### config.mk
export PLATFORM = sky130hd
export DESIGN_NAME = eeg_serial_frame_parser_unit
export DESIGN_NICKNAME = d
export VERILOG_FILES = /design/src/eeg_sfp_pkg.sv /design/src/eeg_sfp_parser.sv /design/src/eeg_serial_frame_parser_unit.sv
export VERILOG_INCLUDE_DIRS = /design/src /design/src/src
export SDC_FILE = /design/constraint.sdc
export NUM_CORES = 2
export LEC_CHECK = 0
export ABC_CLOCK_PERIOD_IN_PS = 16700
export BUFFER_PORTS_ARGS = -buffer_cell sky130_fd_sc_hd__buf_4
export CORE_MARGIN = 2
export CORE_UTILIZATION = 25
export CTS_CLUSTER_SIZE = 16
export DETAILED_ROUTE_END_ITERATION = 10
export MAX_ROUTING_LAYER = met4
export SETUP_SLACK_MARGIN = 0.1
export SLEW_MARGIN = 20
export SYNTH_ARGS = -nofsm -noshare
export SYNTH_HDL_FRONTEND = slang
export SYNTH_SLANG_ARGS = --single-unit
### constraint.sdc
create_clock -name clk -period 16.7 [get_ports clk]
set_input_delay 2.505 -clock clk [delete_from_list [all_inputs] [get_ports clk]]
set_output_delay 2.505 -clock clk [all_outputs]
set_load 0.005 [all_outputs]
### src/eeg_serial_frame_parser_unit_defines.svh
// Assertion macros shared by the frame parser RTL.
`ifndef EEG_SERIAL_FRAME_PARSER_UNIT_DEFINES_SVH
`define EEG_SERIAL_FRAME_PARSER_UNIT_DEFINES_SVH

// Check that a condition implies another in the same cycle.
`define EEG_SFP_ASSERT_NOW(lbl, ante, cons, msg) \
  lbl: assert property (@(posedge clk) disable iff (!rst_n) (ante) |-> (cons)) \
    else $error(msg);

// Check that a condition implies another in the following cycle.
`define EEG_SFP_ASSERT_NEXT(lbl, ante, cons, msg) \
  lbl: assert property (@(posedge clk) disable iff (!rst_n) (ante) |=> (cons)) \
    else $error(msg);

`endif

### src/eeg_sfp_pkg.sv
// Types and fixed constants of the serial frame parser.
package eeg_sfp_pkg;

  localparam int PHASE_W = 6;

  // Frame phase codes before the data bytes
  localparam logic [PHASE_W-1:0] PH_HUNT    = 6'd0;
  localparam logic [PHASE_W-1:0] PH_HDR2    = 6'd1;
  localparam logic [PHASE_W-1:0] PH_SKIP    = 6'd2;
  localparam logic [PHASE_W-1:0] DATA_START = 6'd3;

  // Header bytes
  localparam logic [7:0] HDR_FIRST  = 8'hC0;
  localparam logic [7:0] HDR_SECOND = 8'hA0;

  // Gain register
  localparam logic [1:0]  GAIN_ADDR  = 2'd0;
  localparam logic [31:0] GAIN_RESET = 32'h0100_0000;

  // One decoded sample handed from the parser to the scaling stage
  typedef struct packed {
    logic [2:0]         channel;
    logic signed [23:0] raw;
    logic               last;
  } eeg_sfp_sample_t;

endpackage

### src/eeg_sfp_parser.sv
// Byte-level frame phase tracker and sample assembler.
module eeg_sfp_parser
  import eeg_sfp_pkg::*;
#(
  parameter int CHANNELS = 8
) (
  input  logic            clk,
  input  logic            rst_n,
  input  logic            accept,
  input  logic [7:0]      rx_byte,
  output logic            emit,
  output eeg_sfp_sample_t sample
);

  localparam int CW = $clog2(CHANNELS + 1);
  localparam logic [PHASE_W-1:0] DATA_END = PHASE_W'(3 + 1 + 3 * CHANNELS);
  localparam logic [PHASE_W-1:0] TAIL_END = PHASE_W'(3 + 1 + 3 * CHANNELS + 6);

  logic [PHASE_W-1:0] phase_r, phase_nxt;
  logic [1:0]         sub_r, sub_nxt;
  logic [CW-1:0]      ch_cnt_r, ch_cnt_nxt;
  logic [23:0]        bytes_r, bytes_nxt;
  logic               emit_now;

  // Advance the frame phase on each byte
  always_comb begin
    phase_nxt  = phase_r;
    sub_nxt    = sub_r;
    ch_cnt_nxt = ch_cnt_r;
    bytes_nxt  = bytes_r;
    emit_now   = 1'b0;
    if (phase_r == PH_HUNT) begin
      phase_nxt = (rx_byte == HDR_FIRST) ? PH_HDR2 : PH_HUNT;
    end else if (phase_r == PH_HDR2) begin
      phase_nxt = (rx_byte == HDR_SECOND) ? PH_SKIP : PH_HUNT;
    end else if (phase_r == PH_SKIP) begin
      phase_nxt  = DATA_START;
      sub_nxt    = 2'd0;
      ch_cnt_nxt = '0;
    end else if (phase_r < DATA_END) begin
      // A sample completes on the byte after its third byte
      emit_now = (sub_r == 2'd0) && (phase_r != DATA_START);
      if (emit_now) begin
        ch_cnt_nxt = ch_cnt_r + CW'(1);
      end
      sub_nxt   = (sub_r == 2'd2) ? 2'd0 : sub_r + 2'd1;
      bytes_nxt = {bytes_r[15:0], rx_byte};
      phase_nxt = phase_r + PHASE_W'(1);
    end else if (phase_r < TAIL_END) begin
      // Trailer must be all zero, else resync
      phase_nxt = (rx_byte == 8'd0) ? phase_r + PHASE_W'(1) : PH_HUNT;
    end else begin
      // Drop the final byte
      phase_nxt = PH_HUNT;
    end
  end

  // Hold state unless a byte is accepted
  always_ff @(posedge clk) begin
    if (!rst_n) begin
      phase_r  <= PH_HUNT;
      sub_r    <= 2'd0;
      ch_cnt_r <= '0;
      bytes_r  <= 24'd0;
    end else if (accept) begin
      phase_r  <= phase_nxt;
      sub_r    <= sub_nxt;
      ch_cnt_r <= ch_cnt_nxt;
      bytes_r  <= bytes_nxt;
    end
  end

  assign emit           = accept && emit_now;
  assign sample.channel = 3'(ch_cnt_r);
  assign sample.raw     = $signed(bytes_r);
  assign sample.last    = (ch_cnt_r == CW'(CHANNELS - 1));

endmodule

### src/eeg_serial_frame_parser_unit.sv
// Serial EEG frame parser: one received byte per transaction in, scaled samples out.
//
// Input channel: in_valid / in_stall with in_rx_byte, one link byte per
// transaction. Output channel: out_valid / out_stall with out_channel,
// out_raw_sample, out_scaled_sample (raw times gain, 24 fraction bits) and
// out_last_channel. A frame is C0 A0, one ignored byte, three bytes per
// channel, a spare byte, six zero bytes and a final byte; each sample leaves
// once the byte after its third byte is accepted.
// Throughput: one byte per cycle while in_stall is low. The sample is registered
// in the first stage when its byte is accepted, and the product is registered in
// the output stage when that stage is free, which raises out_valid. The gain multiply
// (24 x 33 bits) is combinational between the first stage and the output stage.
// The gain register sits at APB byte address 0, readable and writable;
// write it only while no frame bytes are in flight.
// Reset (rst_n low, synchronous) returns the parser to header hunt, empties
// both stages and restores gain to 1.0. When the receiver stalls, the
// result holds, one more sample waits in the first stage, and in_stall
// rises only once that stage is also occupied.
`include "eeg_serial_frame_parser_unit_defines.svh"
module eeg_serial_frame_parser_unit
  import eeg_sfp_pkg::*;
#(
  parameter int CHANNELS = 8
) (
  input  logic               clk,
  input  logic               rst_n,
  input  logic               in_valid,
  output logic               in_stall,
  input  logic [7:0]         in_rx_byte,
  output logic               out_valid,
  input  logic               out_stall,
  output logic [2:0]         out_channel,
  output logic signed [23:0] out_raw_sample,
  output logic signed [55:0] out_scaled_sample,
  output logic               out_last_channel,
  input  logic               psel,
  input  logic               penable,
  input  logic               pwrite,
  input  logic [1:0]         paddr,
  input  logic [31:0]        pwdata,
  output logic [31:0]        prdata,
  output logic               pready
);

  localparam logic [2:0] LAST_CH = 3'(CHANNELS - 1);

  logic            in_acc;
  logic            b_load;
  logic            emit;
  eeg_sfp_sample_t sample;
  logic [31:0]     gain_r;
  logic            a_valid_r;
  eeg_sfp_sample_t a_sample_r;
  logic            out_valid_r;
  logic signed [55:0] prod;

  // Register access
  assign pready = 1'b1;
  assign prdata = (paddr == GAIN_ADDR) ? gain_r : 32'd0;

  always_ff @(posedge clk) begin
    if (!rst_n) begin
      gain_r <= GAIN_RESET;
    end else if (psel && penable && pwrite && pready && (paddr == GAIN_ADDR)) begin
      gain_r <= pwdata;
    end
  end

  // Handshake: output stage frees when empty or taken
  assign b_load   = !out_valid_r || !out_stall;
  assign in_stall = a_valid_r && !b_load;
  assign in_acc   = in_valid && !in_stall;

  eeg_sfp_parser #(
    .CHANNELS(CHANNELS)
  ) u_parser (
    .clk    (clk),
    .rst_n  (rst_n),
    .accept (in_acc),
    .rx_byte(in_rx_byte),
    .emit   (emit),
    .sample (sample)
  );

  // First stage: hold the decoded sample
  always_ff @(posedge clk) begin
    if (!rst_n) begin
      a_valid_r <= 1'b0;
    end else if (in_acc) begin
      a_valid_r <= emit;
    end else if (b_load) begin
      a_valid_r <= 1'b0;
    end
  end

  always_ff @(posedge clk) begin
    if (in_acc && emit) begin
      a_sample_r <= sample;
    end
  end

  // Signed sample times unsigned gain
  assign prod = $signed({{32{a_sample_r.raw[23]}}, a_sample_r.raw})
              * $signed({24'd0, gain_r});

  // Output stage
  always_ff @(posedge clk) begin
    if (!rst_n) begin
      out_valid_r <= 1'b0;
    end else if (b_load) begin
      out_valid_r <= a_valid_r;
    end
  end

  always_ff @(posedge clk) begin
    if (b_load && a_valid_r) begin
      out_channel       <= a_sample_r.channel;
      out_raw_sample    <= a_sample_r.raw;
      out_scaled_sample <= prod;
      out_last_channel  <= a_sample_r.last;
    end
  end

  assign out_valid = out_valid_r;

  // Checks
  `EEG_SFP_ASSERT_NOW(a_last_ch, out_valid && out_last_channel, out_channel == LAST_CH, "bad last")
  `EEG_SFP_ASSERT_NOW(a_full_stall, a_valid_r && out_valid_r && out_stall, in_stall, "no stall")
  `EEG_SFP_ASSERT_NEXT(a_move, a_valid_r && b_load, out_valid, "sample lost")
  `EEG_SFP_ASSERT_NEXT(a_raw, a_valid_r && b_load, out_raw_sample == $past(a_sample_r.raw), "raw")

endmodule

==> impl_results.md <==
* Leading area contributor after synthesis: fa_1
* Reg-to-Reg Start: a_sample_r[3]$_DFFE_PP_
* Longest Clk Path Bufs at 2
* Clk_lat worst skew at roughly 0.52 ns
* WS Path Type: reg2reg
* Share of final-layout standard cells stronger than drive strength 1 at 0.0788
* Commonest non-fill, non-tap cell in the layout: inv_1
* DR pass1 iterations at 5
* Inst Count DP at ~5100
* Overall overflow remaining after global route at 0
* Signal arrival time at the worst endpoint at between 8 and 9 ns
* Number of standard cells in the final layout excluding fillers at between 5000 and 6000
* HPWL after detailed placement at between 60 and 70 mm
* Setup-violating endpoint count in the final report at 0
* Sort of element at the start of the critical path: flip-flop
* Routed Wire Length at around 93 mm
* Number of primary I/O pins at around 170
* Distinct cells, synth at 53
* Met3 capacity usage during global routing at 0.0352
* Buffers inserted during post-CTS setup optimization at 0
* Final routed DRC violation total at 0
* FF-to-FF path depth at 24
* TritonCTS Buffers at 17
* Hold Crit Class: reg2reg
* Maximum net fanout on the critical path at 18
* # port buffers at ~170
* Final critical-path required period at approximately 8.4 ns
* Clock transition at the registers of the reported paths at 0.09 ns
* Largest net degree at the start of global routing at 68
* Unrepaired setup endpoints after global routing: false
* RePlAce Congestion at 0.882
* Destination of the worst register-to-register timing path: out_scaled_sample[50]$_DFFE_PP_
* Total track usage at 0.151
* Flop and latch count out of synthesis at 182
* Mean instance size in the synthesized netlist at 9.41 um2
* Post-synth top area share at 0.416
* Antenna violations before repair at 2
* First-pass GRT wire length at about 150 mm
* Met1 Use GR at 0.202
* Post-Syn Nets at 4289
* Maximum capacitance violations at 0
* Total core area at approximately 0.13 mm2
* Number of DRC markers after the initial detailed-route iteration at ~1300
* Starting density of the core at 0.252
* Count of cells resized by post-cts repair at 0
* Clock tree from TritonCTS: yes
* FF/Latch Area at roughly 0.0048 mm2
* Total Die Area at around 0.13 mm2
* Status: completed
* Number of placement rows at 130
* Most used routing layer: met2
* Maximum level of the CTS H-tree at 4
* IR drop worst, VDD at about 0.086 mV
* Tightest slew margin relative to the limit at 0.255
* Most used DFF post-synth: edfxtp_1
* Buffer cell driving the clock tree root: clkbuf_16
* Count of flip-flops with a built-in enable after synthesis at roughly 110
* Synthesized cell area at ~0.032 mm2
* Layout Skew at 0.0308 ns
* Fmax at 120 MHz
* Endpoint kind of the worst setup timing path: flip-flop
* Layout Area Growth over Synthesis at 11.8%
* Commonest non-fill, non-tap cells in the layout: 739 x inv_1, 658 x fa_1, 506 x nand2_1, 426 x and2_1, 220 x buf_4
* DIE WIDTH at between 300 and 400 um
* Worst-case hold path end point: out_channel[0]$_DFFE_PP_
* Count of fill cells added during filler insertion at 13300
* Worst Tran Pin Value at around 1.1 ns
* Avg WL per Cell at 18.2 um
* Count of mapped cells out of synthesis at between 3000 and 4000
* Async S/R FF share, synth at 0
* Number of stages on the worst hold path at 0
* Fraction of the yosys area taken by sequential cells at 0.150
* Final period util at 0.500
* Met2 Use GR at 0.230
* Overall power after layout at 1.33 mW
* CTS Hold Bufs at 0
* Worst path required time at between 15 and 20 ns
* Worst reg-to-reg setup slack at 8.35 ns
* PD cells at about 38 mW/mm2
* Leakage dissipation at roughly 17 nW
* Inserted Diodes at 0
* Count of yosys warnings during synthesis at 0
* NumNets Final at ~4400
* WHS at ~0.42 ns
* Chip height at ~360 um
* Average vias per placed instance at between 4 and 5
* DRT antenna net count at 0
* Setup tns final at 0 ns
* Footprint of the multi-input gates at between 0.02 and 0.025 mm2
* Clk sinks at ~180
* Via count of the first global-routing pass at roughly 24000
* Leading post-synthesis cells by cell area: fa_1 42%, edfxtp_1 11%, inv_1 8.8%, ha_1 8.6%, and2_1 8.4%
* Vias after detailed routing at around 23000
* Count of pins over their slew limit at 0
* Startpoint of the worst hold path: a_sample_r[25]$_DFFE_PP_
* Final number of hold-violating endpoints at 0
worst max path at each step:
stage | startpoint | slack [ns] | end
2_1_floorplan | out_stall | 7.44 | out_channel[0]$_DFFE_PP_
3_3_place_gp | a_sample_r[3]$_DFFE_PP_ | 8.06 | out_scaled_sample[50]$_DFFE_PP_
3_5_place_dp | a_sample_r[2]$_DFFE_PP_ | 8.02 | out_scaled_sample[50]$_DFFE_PP_
4_1_cts | a_sample_r[2]$_DFFE_PP_ | 7.98 | out_scaled_sample[50]$_DFFE_PP_
5_1_grt | a_sample_r[3]$_DFFE_PP_ | 7.98 | out_scaled_sample[54]$_DFFE_PP_
6_report | a_sample_r[3]$_DFFE_PP_ | 8.35 | out_scaled_sample[50]$_DFFE_PP_
where the power goes:
group          internal, mW  switching, mW  leakage (nW)
combinational         0.138          0.240          14.6
clock                 0.231          0.224         0.307
sequential            0.493        0.00741          1.60
total                 0.861          0.472          16.6
final cells by class:
| cell class | count | area share |
|---|---|---|
| multi-input combinational | 2265 | 0.663 |
| sequential | 182 | 0.135 |
| inverter | 739 | 0.0784 |
| tap | 1650 | 0.0583 |
| timing repair buffer | 222 | 0.0479 |
| clock buffer | 17 | 0.0120 |
| clock inverter | 15 | 0.00590 |
metal layers:
metal / wire [um] / share of wire
met1: 41400 / 0.45
met2: 42300 / 0.46
met3: 7390 / 0.080
met4: 1750 / 0.019
met5: 0 / 0
synthesized netlist by cell type, types with 2 or more instances:
master and count:
xor2_1 20, nor4_1 3, nor3_1 13, and4_1 2, nor2_1 33, xnor2_1 40
a31oi_1 12, edfxtp_1 112, nand3_1 12, a21boi_0 59, nand4_1 23, a22oi_1 2
and3_1 10, o21bai_1 12, o31ai_1 3, and2_1 426, o21ai_0 40, o211ai_1 2
a221oi_1 2, a21oi_1 62, a211o_1 2, inv_1 739, dfxtp_1 70, or2_2 4
o22ai_1 5, nand2_1 506, buf_2 8, clkbuf_1 170, a21o_1 30, nand2b_1 12
a211oi_1 2, fa_1 658, ha_1 217, nor2b_1 30, o21a_1 5, or3_1 2
through the flow:
stage               cell area, um2  utilization  worst slack (ns)
finish                       35400        0.282              8.35
global route                 35400        0.282              7.98
detailed placement           34700        0.277              8.02
floorplan                    31700            -              7.44
CTS                          35400        0.282              7.98
global placement             34700        0.276              8.06
registers in the layout (all words and copies together), names as in the netlist:
name / count
out_raw_sample: 24
u_parser.phase_r: 6
out_valid: 1
gain_r: 32
u_parser.bytes_r: 24
a_valid_r: 1
u_parser.sub_r: 2
a_sample_r: 28
out_last_channel: 1
out_scaled_sample: 56
u_parser.ch_cnt_r: 4
out_channel: 3
critical path: stages (launching register included):
cell	delay, ns
edfxtp_1	0.69
buf_16	0.29
and2_1	0.18
fa_1	0.48
inv_1	0.06
fa_1	0.52
fa_1	0.58
fa_1	0.45
fa_1	0.54
inv_1	0.05
fa_1	0.47
inv_1	0.05
fa_1	0.48
inv_1	0.04
ha_1	0.36
a21o_1	0.21
a31o_2	0.23
a2111oi_1	0.62
nor3_1	0.19
nor4b_2	0.59
o21a_1	0.40
o31a_2	0.22
o21ai_0	0.09
a21oi_1	0.20
xnor2_1	0.11
kinds of logic after synthesis:
family | share of synthesized area
AO/OA/AOI/OAI | 0.0511
XOR/XNOR | 0.0166
adder cells (fa/ha/maj) | 0.502
buffers and inverters | 0.109
flip-flops | 0.150
other | 0.000118
AND/OR/NAND/NOR | 0.171
(Power assumes the default switching activity.)
